[src/design/mtpl_pkg.sv]
// shared types, command codes and control/status bundles of the mesh point locator
package mtpl_pkg;

    localparam logic [1:0] CMD_WR_VERT = 2'd0;
    localparam logic [1:0] CMD_WR_TRI  = 2'd1;
    localparam logic [1:0] CMD_LOCATE  = 2'd2;

    localparam int EPOCH_W = 8;

    typedef struct packed {
        logic signed [15:0] height;
        logic [7:0]         corner_c;
        logic [7:0]         corner_b;
        logic [7:0]         corner_a;
        logic signed [15:0] link_c;
        logic signed [15:0] link_b;
        logic signed [15:0] link_a;
    } tri_entry_t;

    typedef struct packed {
        logic wr_vert;
        logic wr_tri;
        logic q_latch;
        logic clr_step;
        logic clr_done;
        logic q_start;
        logic pop;
        logic pop_fetch;
        logic scan_init;
        logic scan_fetch;
        logic scan_inc;
        logic edge_rd;
        logic edge_diff;
        logic edge_mul;
        logic edge_cmp;
        logic link_init;
        logic link_inc;
        logic mark_rd;
        logic push;
        logic res_hit;
        logic res_scan;
        logic res_none;
        logic out_load;
    } mtpl_cmd_t;

    typedef struct packed {
        logic clr_last;
        logic epoch_max;
        logic start_ok;
        logic fifo_busy;
        logic scan_more;
        logic edge_last;
        logic hit;
        logic link_ok;
        logic link_last;
        logic mark_new;
    } mtpl_stat_t;

endpackage

[src/design/mtpl_ctrl.sv]
// sequencer of the mesh point locator: search, scan, mark clearing and output handshake
module mtpl_ctrl (
    input  logic               clk,
    input  logic               rst_n,
    input  logic               in_valid,
    input  logic [1:0]         cmd,
    input  logic               out_stall,
    input  mtpl_pkg::mtpl_stat_t st,
    output mtpl_pkg::mtpl_cmd_t  cm,
    output logic               idle,
    output logic               out_valid
);
    import mtpl_pkg::*;

    typedef enum logic [3:0] {
        S_CLR, S_IDLE, S_QSTART, S_POP, S_POPW, S_ERD, S_EDIFF, S_EMUL, S_ECMP,
        S_TEND, S_LRD, S_LCHK, S_SNEXT, S_DONE
    } state_t;

    state_t state_reg, state_next;
    logic   pend_reg, pend_next;
    logic   scan_reg, scan_next;
    logic   out_valid_reg, out_valid_next;
    logic   accept;

    assign idle      = (state_reg == S_IDLE);
    assign accept    = idle && in_valid;
    assign out_valid = out_valid_reg;

    always_comb
    begin
        cm             = '0;
        state_next     = state_reg;
        pend_next      = pend_reg;
        scan_next      = scan_reg;
        out_valid_next = out_valid_reg && out_stall;
        case (state_reg)
            S_CLR:
            begin
                cm.clr_step = 1'b1;
                if (st.clr_last)
                begin
                    cm.clr_done = 1'b1;
                    pend_next   = 1'b0;
                    state_next  = pend_reg ? S_QSTART : S_IDLE;
                end
            end
            S_IDLE:
            begin
                if (accept)
                begin
                    case (cmd)
                        CMD_WR_VERT: cm.wr_vert = 1'b1;
                        CMD_WR_TRI:  cm.wr_tri  = 1'b1;
                        CMD_LOCATE:
                        begin
                            cm.q_latch = 1'b1;
                            if (st.epoch_max)
                            begin
                                pend_next  = 1'b1;
                                state_next = S_CLR;
                            end
                            else
                            begin
                                state_next = S_QSTART;
                            end
                        end
                        default: ;
                    endcase
                end
            end
            S_QSTART:
            begin
                scan_next = 1'b0;
                if (st.start_ok)
                begin
                    cm.q_start = 1'b1;
                    state_next = S_POP;
                end
                else
                begin
                    cm.scan_init = 1'b1;
                    state_next   = S_SNEXT;
                end
            end
            S_POP:
            begin
                if (st.fifo_busy)
                begin
                    cm.pop     = 1'b1;
                    state_next = S_POPW;
                end
                else
                begin
                    cm.scan_init = 1'b1;
                    state_next   = S_SNEXT;
                end
            end
            S_POPW:
            begin
                cm.pop_fetch = 1'b1;
                state_next   = S_ERD;
            end
            S_ERD:
            begin
                cm.edge_rd = 1'b1;
                state_next = S_EDIFF;
            end
            S_EDIFF:
            begin
                cm.edge_diff = 1'b1;
                state_next   = S_EMUL;
            end
            S_EMUL:
            begin
                cm.edge_mul = 1'b1;
                state_next  = S_ECMP;
            end
            S_ECMP:
            begin
                cm.edge_cmp = 1'b1;
                state_next  = st.edge_last ? S_TEND : S_ERD;
            end
            S_TEND:
            begin
                if (st.hit)
                begin
                    cm.res_hit  = 1'b1;
                    cm.res_scan = scan_reg;
                    state_next  = S_DONE;
                end
                else if (scan_reg)
                begin
                    cm.scan_inc = 1'b1;
                    state_next  = S_SNEXT;
                end
                else
                begin
                    cm.link_init = 1'b1;
                    state_next   = S_LRD;
                end
            end
            S_LRD:
            begin
                if (st.link_ok)
                begin
                    cm.mark_rd = 1'b1;
                    state_next = S_LCHK;
                end
                else if (st.link_last)
                begin
                    state_next = S_POP;
                end
                else
                begin
                    cm.link_inc = 1'b1;
                end
            end
            S_LCHK:
            begin
                cm.push = st.mark_new;
                if (st.link_last)
                begin
                    state_next = S_POP;
                end
                else
                begin
                    cm.link_inc = 1'b1;
                    state_next  = S_LRD;
                end
            end
            S_SNEXT:
            begin
                scan_next = 1'b1;
                if (st.scan_more)
                begin
                    cm.scan_fetch = 1'b1;
                    state_next    = S_ERD;
                end
                else
                begin
                    cm.res_none = 1'b1;
                    state_next  = S_DONE;
                end
            end
            S_DONE:
            begin
                if (!out_valid_reg || !out_stall)
                begin
                    cm.out_load    = 1'b1;
                    out_valid_next = 1'b1;
                    state_next     = S_IDLE;
                end
            end
            default: state_next = S_IDLE;
        endcase
    end

    always_ff @(posedge clk or negedge rst_n)
    begin
        if (!rst_n)
        begin
            state_reg     <= S_CLR;
            pend_reg      <= 1'b0;
            scan_reg      <= 1'b0;
            out_valid_reg <= 1'b0;
        end
        else
        begin
            state_reg     <= state_next;
            pend_reg      <= pend_next;
            scan_reg      <= scan_next;
            out_valid_reg <= out_valid_next;
        end
    end

endmodule

[config.mk]
export PLATFORM = sky130hd
export DESIGN_NAME = mtpl_ctrl
export DESIGN_NICKNAME = d
export VERILOG_FILES = /design/src/design/mtpl_pkg.sv /design/src/design/mtpl_ctrl.sv
export SDC_FILE = /design/constraint.sdc
export NUM_CORES = 1
export LEC_CHECK = 0
export ABC_AREA = 1
export BUFFER_PORTS_ARGS = -buffer_cell sky130_fd_sc_hd__buf_2
export CELL_PAD_IN_SITES_DETAIL_PLACEMENT = 1
export CELL_PAD_IN_SITES_GLOBAL_PLACEMENT = 1
export CORE_UTILIZATION = 28
export CTS_CLUSTER_DIAMETER = 60
export DETAILED_ROUTE_END_ITERATION = 6
export PLACE_DENSITY = 0.87
export SLEW_MARGIN = 20
export SYNTH_ARGS = -nofsm -noshare
export SYNTH_HDL_FRONTEND = slang
export SYNTH_SLANG_ARGS = --single-unit
[constraint.sdc]
create_clock -name clk -period 2.6 [get_ports clk]
set_input_delay 0.26 -clock clk [delete_from_list [all_inputs] [get_ports clk]]
set_output_delay 0.26 -clock clk [all_outputs]
set_load 0.05 [all_outputs]
==> metrics.txt, run 1 <==
outcome=completed; min Tclk post-route=1.96 ns; DRC errors left=0; final wirelength=2360 µm; die height=51.7 µm; sequential power share=20.1%; final hold vios=0; commonest non-fill, non-tap cell in the layout=buf_2; worst hold path depth=3; num ports=41; clk_lat worst skew=0.26 ns; Final Cell Area=962 µm²; Fill cells=333; Worst Hold End=out_valid; worst slew pin tran=0.299 ns; maximum vdd drop=456 µV; reg2reg end=state_reg[1]; Synth-to-Final Area Change=39.3%; core area=2280 µm²; net switching power=0.641 mW; Max Clk Rate=0.511 GHz; first-pass GRT wire length=4050 µm; Worst EP required=2.34 ns; grt total ovfl=0; Clock Skews=0.00422 ns; Final Slew Violations=0; arrival time worst endpoint=1.70 ns; synth unique cells=17; DRT iter0 DRCs=21; CP Class=register to primary output; RR Startpoint=state_reg[0]; total track usage=20.5%; R2R setup slack=1.18 ns; WL/cell=11.8 µm; Critical Path Fanout Max=7; die area=2670 µm²; htree depth=1; Util after Layout=42.3%; Combinational Power Share=69.4%; Sw Share=62.4%; Pre-Repair DR Iteration Count=4; Seq cells post-synth=7; vias in the first global route=968; Post-Syn Area=691 µm²; RSZ-0062 raised after global routing=no; CTS sink count=7; DPL Wire Length=2020 µm; synth warn=0; most frequent cells in the layout=buf_2 (40), nand2_1 (35), nor2_1 (27); Reg2Reg Depth=8; CP endpoint kind=primary output; Final setup viols=0; syn_area_per_cell=5.44 µm²; ant diodes=0; clock root cell=clkbuf_4; Power, Total=1.03 mW; Setup Fix Bufs, Post-CTS=0; type of element launching the critical path=register; die span in x=51.7 µm; clock slew at reported path FFs=0.06 ns; CTS tree=built; sequential area share after synthesis=25.4%; Mapped Cells=127; placed cell area=926 µm²; share of layout cells above drive strength 1=29.7%; Resize count post-CTS=0; Syn Nets=143; Clock Power Share=10.5%; GPL Wtd Cong=0.893; via count=951; Port Buffers=40; max reg flops=4; Clock Path Buffers=2; Via density=4.76; Slew HR=80.0%; worst hold-check path type=input pin to register; CTS buffer count=3; fin crit share=75.3%; Std-Cell Rows=17; starting density of the core=30.3%; Max Cap Viol=0; hold path start=out_stall; Internal=0.386 mW; final net count=189; ANT nets after route=0; pwr/cell area=1070 nW/µm²; Lkg Pwr=0.658 nW; largest net degree at the start of global routing=8; initial antenna violation count=0
layout make-up:
| class | count | area [µm²] | area share [%] |
|---|---|---|---|
| Clock buffer | 4 | 26.3 | 2.73 |
| Sequential cell | 7 | 175 | 18.2 |
| Tap cell | 28 | 35.0 | 3.64 |
| Inverter | 23 | 86.3 | 8.97 |
| Multi-Input combinational cell | 97 | 429 | 44.6 |
| Timing Repair Buffer | 41 | 210 | 21.8 |
worst max-delay path by stage:
| stage | cells after the start | slack [ns] | startpoint | end |
|---|---|---|---|---|
| 3_3_place_gp | 6 | 1.01 | state_reg[3] | cm[14] |
| 2_1_floorplan | 5 | -0.0009 | state_reg[3] | cm[21] |
| 4_1_cts | 6 | 0.63 | state_reg[3] | cm[22] |
| 6_report | 4 | 0.64 | state_reg[0] | cm[1] |
| 5_1_grt | 6 | 0.46 | state_reg[3] | cm[21] |
| 3_5_place_dp | 6 | 0.94 | state_reg[3] | cm[22] |
kinds of logic after synthesis:
family / share of synthesized area (%)
adders and majority gates: 1.45
buffers and inverters: 12.5
DFF: 25.4
and+or+nand+nor: 55.6
AOI/OAI and AO/OA: 5.07
cell usage after synthesis (all sizes together):
master	number	area [µm²]
nand3	11	55.1
inv	23	86.3
a21oi	2	10.0
nand3b	1	7.51
nor2	31	126
maj3	1	10.0
nor3b	1	7.51
nand2	38	150
o21ai	5	25.0
nand4	1	6.26
or2	1	6.26
dfrtp	7	175
nor3	5	25.0
per-layer routing:
layer | vias up | part of all wire [%] | global-route usage (%)
met1 | 443 | 43 | 25.2
li1 | 482 | - | -
met3 | 0 | 4.2 | 3.51
met2 | 26 | 53 | 37.0
met5 | - | 0 | 0
met4 | 0 | 0 | 4.05
power groups by stage:
stage          clock [mW]  combinational [mW]  sequential (mW)
2_1_floorplan           0               0.541            0.202
4_1_cts             0.111               0.715            0.205
3_5_place_dp            0               0.708            0.206
6_report            0.108               0.713            0.207
5_1_grt             0.117               0.793            0.213
3_3_place_gp            0               0.692            0.199
worst max-delay path, stage by stage, from the launching register on:
cell and delay, ns:
dfrtp_1 0.46, nor2_1 0.29, nand3_1 0.22, nor2_1 0.17
buf_2 0.28
what timing repair did:
action	4_1_cts	5_1_grt
hold endpoints to repair	7	0
setup endpoints to repair	0	0
hold buffers	1	0
metrics by stage:
| stage | setup WS (ns) | setup TNS, ns | cells | hold slack [ns] |
|---|---|---|---|---|
| 2_1_floorplan | -0.000894 | -0.00179 | 127 | -0.0356 |
| 6_report | 0.643 | 0 | 200 | 0.216 |
| 5_1_grt | 0.458 | 0 | 200 | 0.248 |
| 3_3_place_gp | 1.01 | 0 | 195 | 0.111 |
| 3_5_place_dp | 0.936 | 0 | 195 | 0.108 |
| 4_1_cts | 0.630 | 0 | 200 | 0.211 |
Note: power is estimated with default switching activity, not from simulation.
==> inputs of run 2 (changes only) <==
--- a/config.mk
+++ b/config.mk
@@ -9,10 +9,10 @@
 export BUFFER_PORTS_ARGS = -buffer_cell sky130_fd_sc_hd__buf_2
 export CELL_PAD_IN_SITES_DETAIL_PLACEMENT = 1
 export CELL_PAD_IN_SITES_GLOBAL_PLACEMENT = 1
-export CORE_UTILIZATION = 28
+export CORE_UTILIZATION = 26
 export CTS_CLUSTER_DIAMETER = 60
 export DETAILED_ROUTE_END_ITERATION = 6
-export PLACE_DENSITY = 0.87
+export PLACE_DENSITY = 0.81
 export SLEW_MARGIN = 20
 export SYNTH_ARGS = -nofsm -noshare
 export SYNTH_HDL_FRONTEND = slang
==> constraint.sdc (replaced) <==
create_clock -name clk -period 1.9 [get_ports clk]
set_input_delay 0.19 -clock clk [delete_from_list [all_inputs] [get_ports clk]]
set_output_delay 0.19 -clock clk [all_outputs]
set_load 0.05 [all_outputs]
==> run 2 against run 1 <==
  * Final cell count rose by 1.0%
  * Wire length rose by 9.9%
  * Clock skew fell by 0.0023 ns
  * Critical path depth rose by 2
  * Total power rose by 46%
  * Sequential share of layout area fell by 1.2 points
  * Via count rose by 0.42%
  * Design area rose by 7.5%
  * Die area rose by 7.4%
  * Non-clock buffer count did not move
  * Critical path type unchanged
  * Critical endpoint is now cm[22]
==> metrics.txt, run 2 (synthesized netlist as in run 1, its figures left out) <==
Max Clk Rate=0.557 GHz; R2R setup slack=0.48 ns (-0.70 ns); Lkg Pwr=0.668 nW (+1.5%); fin cells=202 (+1.0%); htree depth=1 (unchanged); Fill cells=360 (+8.1%); final hold vios=0 (unchanged); worst slew pin tran=0.292 ns (-0.00730 ns); die span in x=53.5 µm (+3.6%); CTS tree=built; ant diodes=0 (unchanged); type of element launching the critical path=register; core area=2500 µm² (+9.8%); final net count=189 (unchanged); CTS sink count=7 (unchanged); CP endpoint kind=primary output; final wirelength=2590 µm (+9.9%); setup TNS=0 ns (unchanged); DRC errors left=0 (unchanged); Final setup viols=0 (unchanged); largest net degree at the start of global routing=8 (unchanged); clock root cell=clkbuf_4; Combinational Power Share=70.5% (+1.1 points); maximum vdd drop=539 µV (+18%); first-pass GRT wire length=4260 µm (+5.1%); min Tclk post-route=1.80 ns; Clock Path Buffers=2 (unchanged); final hold slack=0.150 ns (-0.0663 ns); pwr/cell area=1450 nW/µm² (+36%); starting density of the core=27.6% (-2.7 points); initial antenna violation count=0 (unchanged); Power, Total=1.50 mW (+46%); Synth-to-Final Area Change=49.8%; Std-Cell Rows=18 (+1); worst hold-check path type=input pin to register; vias in the first global route=913 (-5.7%); outcome=completed; Sw Share=63.0% (+0.57 points); num ports=41 (unchanged); grt total ovfl=0 (unchanged); DRT iter0 DRCs=7 (-67%); Worst EP required=1.71 ns (-0.63 ns); RSZ-0062 raised after global routing=no; die height=53.5 µm (+3.6%); Pre-Repair DR Iteration Count=4 (unchanged); final setup margin=0.105 ns (-0.539 ns); Reg2Reg Depth=8 (unchanged); Port Buffers=40 (unchanged); DP Worst Slack=0.278 ns (-0.659 ns); total track usage=20.8% (+0.30 points); max reg flops=4 (unchanged); GPL Wtd Cong=0.881 (-1.4%); Final Slew Violations=0 (unchanged); end of the critical path=cm[22]; Max Cap Viol=0 (unchanged); via count=955 (+0.42%); Clock Skews=0.00195 ns (-0.00226 ns); Internal=0.554 mW (+44%); fin crit share=94.5%; die area=2870 µm² (+7.4%); CP Class=register to primary output; net switching power=0.944 mW (+47%); WL/cell=12.8 µm (+8.8%); commonest non-fill, non-tap cell in the layout=buf_2; share of layout cells above drive strength 1=36.6% (+7.0 points); CTS buffer count=3 (unchanged); placed cells=197 (+1.0%); ANT nets after route=0 (unchanged); Worst Setup SP=state_reg[2]; Clock Power Share=10.0% (-0.5 points); arrival time worst endpoint=1.61 ns (-0.09 ns); reg2reg end=state_reg[0]; RR Startpoint=state_reg[0]; clk_lat worst skew=0.26 ns (about the same); most frequent cells in the layout=buf_2 (36), nand2_1 (33), nor2_1 (24); DPL Wire Length=2140 µm (+6.1%); Slew HR=80.6% (+0.56 points); Critical Path Fanout Max=7 (unchanged); sequential power share=19.5% (-0.6 points); clock slew at reported path FFs=0.06 ns (about the same); Via density=4.73 (-0.57%)
==> run 2: cell types whose count changed in the layout (fill, tap and decap cells not counted), sizes merged <==
cell | before | now
buf | 40 | 39
clkbuf | 4 | 5
==> run 2: what timing repair did <==
item | in CTS | in global routing
gates resized for setup | 3 | 9
buffers inserted | 0 | 0
hold endpoints to repair | 7 | 0
hold buffers | 1 | 0
setup endpoints to repair | 3 | 9
==> run 2: final cells by class <==
class | instances | area (µm²) | share of cell area (%)
inverters | 23 | 86.3 | 8.34
flip-flops and latches | 7 | 176 | 17.0
well taps | 30 | 37.5 | 3.63
repair buffers | 41 | 224 | 21.6
multi-input cells | 97 | 484 | 46.8
clock buffers | 4 | 26.3 | 2.54
==> run 2: worst min-delay path by stage <==
stage / cells after the start / slack [ns] / start / end
2_1_floorplan: 0 / -0.11 / rst_n / out_valid
3_3_place_gp: 1 / 0.04 / rst_n / out_valid
3_5_place_dp: 1 / 0.05 / rst_n / state_reg[2]
4_1_cts: 3 / 0.16 / out_stall / out_valid
5_1_grt: 3 / 0.17 / out_stall / out_valid
6_report: 3 / 0.15 / out_stall / out_valid
==> run 2: metrics by stage <==
step	instance area, µm²	utilization, %
global placement	971	38.8
floorplan	733	-
global route	1030	41.4
detailed placement	971	38.8
finish	1030	41.4
CTS	1010	40.6
==> run 2: worst max-delay path, cell delays in order, from the launching register on <==
cell and delay, ns:
dfrtp_1 0.48, inv_2 0.14, nand2_2 0.11, nor2_4 0.12
nand2_1 0.14, nor3_4 0.13, buf_4 0.22
==> run 2: metal layers <==
| metal | GRT usage (%) | up-vias | wire length [µm] |
|---|---|---|---|
| met5 | 0 | - | 0 |
| met2 | 36.3 | 29 | 1360 |
| met1 | 26.0 | 441 | 1090 |
| met4 | 3.07 | 0 | 8 |
| li1 | - | 483 | - |
| met3 | 5.37 | 2 | 128 |
==> run 2: power by group through the flow <==
stage | Clock (mW) | Combinational [mW] | Sequential (mW)
finish | 0.150 | 1.06 | 0.292
global route | 0.162 | 1.16 | 0.304
CTS | 0.150 | 1.03 | 0.280
detailed placement | 0 | 1.02 | 0.280
global placement | 0 | 0.990 | 0.274
floorplan | 0 | 0.769 | 0.276
==> inputs of run 3 (changes only) <==
==> constraint.sdc (replaced) <==
create_clock -name clk -period 1.8 [get_ports clk]
set_input_delay 0.18 -clock clk [delete_from_list [all_inputs] [get_ports clk]]
set_output_delay 0.18 -clock clk [all_outputs]
set_load 0.05 [all_outputs]
==> run 3 against run 2 <==
  * Critical path depth unchanged
  * Worst hold slack better by 0.0043 ns
  * Sequential cell count did not move
  * Core utilization increased by 1.6 points
  * Design area increased by 3.9%
  * Combinational power rose by 9%
  * Die area unchanged
  * Total power rose by 8.9%
  * Wire length down 0.50%
  * Non-clock buffer count is the same
  * Sequential power grew 10%
  * Clock skew up 0.0067 ns
  * Critical path type unchanged
==> metrics.txt, run 3 (synthesized netlist as in run 1, its figures left out) <==
die area=2870 µm² (unchanged); Worst Setup SP=state_reg[0]; total track usage=19.6% (-1.2 points); setup TNS=0 ns (unchanged); Clock Power Share=9.4% (-0.6 points); maximum vdd drop=786 µV (+46%); die span in x=53.5 µm (unchanged); Sequential Area=179 µm² (+1.4%); Fill cells=353 (-1.9%); Max Cap Viol=0 (unchanged); htree depth=1 (unchanged); critical-path cell list=inv_1 -> nand2_2 -> nor2_2 -> nand2_1 -> inv_1 -> clkbuf_4; Buffers & Inverters on Critical Path=3 (+1); CP endpoint kind=primary output; hold path start=out_stall; CTS tree=built; largest net degree at the start of global routing=8 (unchanged); outcome=completed; placed cell area=971 µm² (unchanged); CP Class=register to primary output; area of the multi-input gates=507 µm² (+4.7%); ant diodes=0 (unchanged); CTS buffer count=3 (unchanged); Via density=4.65 (-1.6%); worst hold path depth=3 (unchanged); clock slew at reported path FFs=0.05 ns (about the same); placed cells=197 (unchanged); final hold slack=0.154 ns (+0.00426 ns); first-pass GRT wire length=4020 µm (-5.7%); DP Worst Slack=0.205 ns (-0.0730 ns); die height=53.5 µm (unchanged); Internal=0.607 mW (+9.6%); via count=940 (-1.6%); Critical Path Fanout Max=7 (unchanged); max reg flops=4 (unchanged); net switching power=1.02 mW (+8.4%); Clock Path Buffers=2 (unchanged); final net count=189 (unchanged); Combinational Power Share=70.9% (+0.4 points); cell repeated most along the worst path=inv_1; fin crit share=96.2%; crit path max-delay cell type=dfrtp_2; Worst EP required=1.62 ns (-0.09 ns); Critical Path Stages=6 (unchanged); Lkg Pwr=0.668 nW (about the same); Clock Skews=0.00864 ns (+0.00668 ns); share of layout cells above drive strength 1=40.1% (+3.5 points); ANT nets after route=0 (unchanged); arrival time worst endpoint=1.55 ns (-0.06 ns); DRT iter0 DRCs=5 (-2); DPL Wire Length=2140 µm (about the same); core area=2500 µm² (unchanged); initial antenna violation count=0 (unchanged); num ports=41 (unchanged); Pre-Repair DR Iteration Count=4 (unchanged); Synth-to-Final Area Change=55.6%; Final setup viols=0 (unchanged); final wirelength=2580 µm (-0.50%); min Tclk post-route=1.73 ns; grt total ovfl=0 (unchanged); vias in the first global route=920 (+0.77%); RR Startpoint=state_reg[0]; starting density of the core=27.6% (unchanged); final setup margin=0.0689 ns (-0.0357 ns); Max stage delay on crit path=0.47 ns (about the same); type of element launching the critical path=register; sequential power share=19.8% (+0.3 points); DRC errors left=0 (unchanged); final hold vios=0 (unchanged); clk_lat worst skew=0.26 ns (about the same); Slew HR=83.7% (+3.1 points); CP delay by family, top=flip-flops; Final Slew Violations=0 (unchanged); Final Cell Area=1070 µm² (+3.9%); Std-Cell Rows=18 (unchanged); CTS sink count=7 (unchanged); pwr/cell area=1520 nW/µm² (+4.8%); Max Clk Rate=0.578 GHz; WL/cell=12.8 µm (-0.50%); GPL Wtd Cong=0.880 (-0.11%); commonest non-fill, non-tap cell in the layout=buf_2; worst hold-check path type=input pin to register; worst slew pin tran=0.245 ns (-0.0469 ns); Sw Share=62.8% (-0.24 points); fin cells=202 (unchanged); Port Buffers=40 (unchanged); Util after Layout=43.0% (+1.6 points); clock root cell=clkbuf_4; Setup Fix Bufs, Post-CTS=0 (unchanged); most frequent cells in the layout=buf_2 (33), nand2_1 (31), nor2_1 (23); Reg2Reg Depth=8 (unchanged); Power, Total=1.63 mW (+8.9%)
-- run 3: final cells by class --
| type | count | share of cell area, % |
|---|---|---|
| multi-input cells | 97 | 47.1 |
| repair buffers | 41 | 22.2 |
| flip-flops and latches | 7 | 16.6 |
| inverters | 23 | 8.03 |
| well taps | 30 | 3.49 |
| clock buffers | 4 | 2.44 |
-- run 3: metal layers --
| metal | part of all wire [%] | up-vias | global-route usage [%] | wire length (µm) |
|---|---|---|---|---|
| met1 | 41 | 437 | 23.9 | 1070 |
| met4 | 0 | 0 | 1.32 | 0 |
| met3 | 3.6 | 0 | 4.24 | 93 |
| met2 | 55 | 24 | 36.5 | 1420 |
| met5 | 0 | - | 0 | 0 |
| li1 | - | 479 | - | - |
-- run 3: worst paths after layout --
kind | slack [ns] | end
hold / removal | 0.15 | out_valid
hold reg to reg | 0.51 | out_valid
min in group asynchronous | 0.28 | scan_reg
max in group asynchronous | 1.32 | state_reg[2]
setup / recovery | 0.07 | cm[5]
setup reg to reg | 0.39 | state_reg[0]
-- run 3: power groups by stage --
| stage | clock network, mW | registers [mW] | logic [mW] |
|---|---|---|---|
| after floorplan | 0 | 0.292 | 0.812 |
| after global placement | 0 | 0.289 | 1.04 |
| after detailed placement | 0 | 0.294 | 1.07 |
| after CTS | 0.158 | 0.300 | 1.10 |
| after global routing | 0.165 | 0.334 | 1.26 |
| final | 0.153 | 0.322 | 1.16 |
-- run 3: timing repair --
item | 4_1_cts | 5_1_grt
hold buffers | 1 | 0
resized for setup | 8 | 18
setup endpoints to repair | 4 | 11
endpoints found under the hold margin | 7 | 0
-- run 3: tightest hold or removal path, delay by kind of cell --
kind / cells / cell delay (ns)
and+or+nand+nor: 2 / 0.11
buffers and inverters: 1 / 0.08
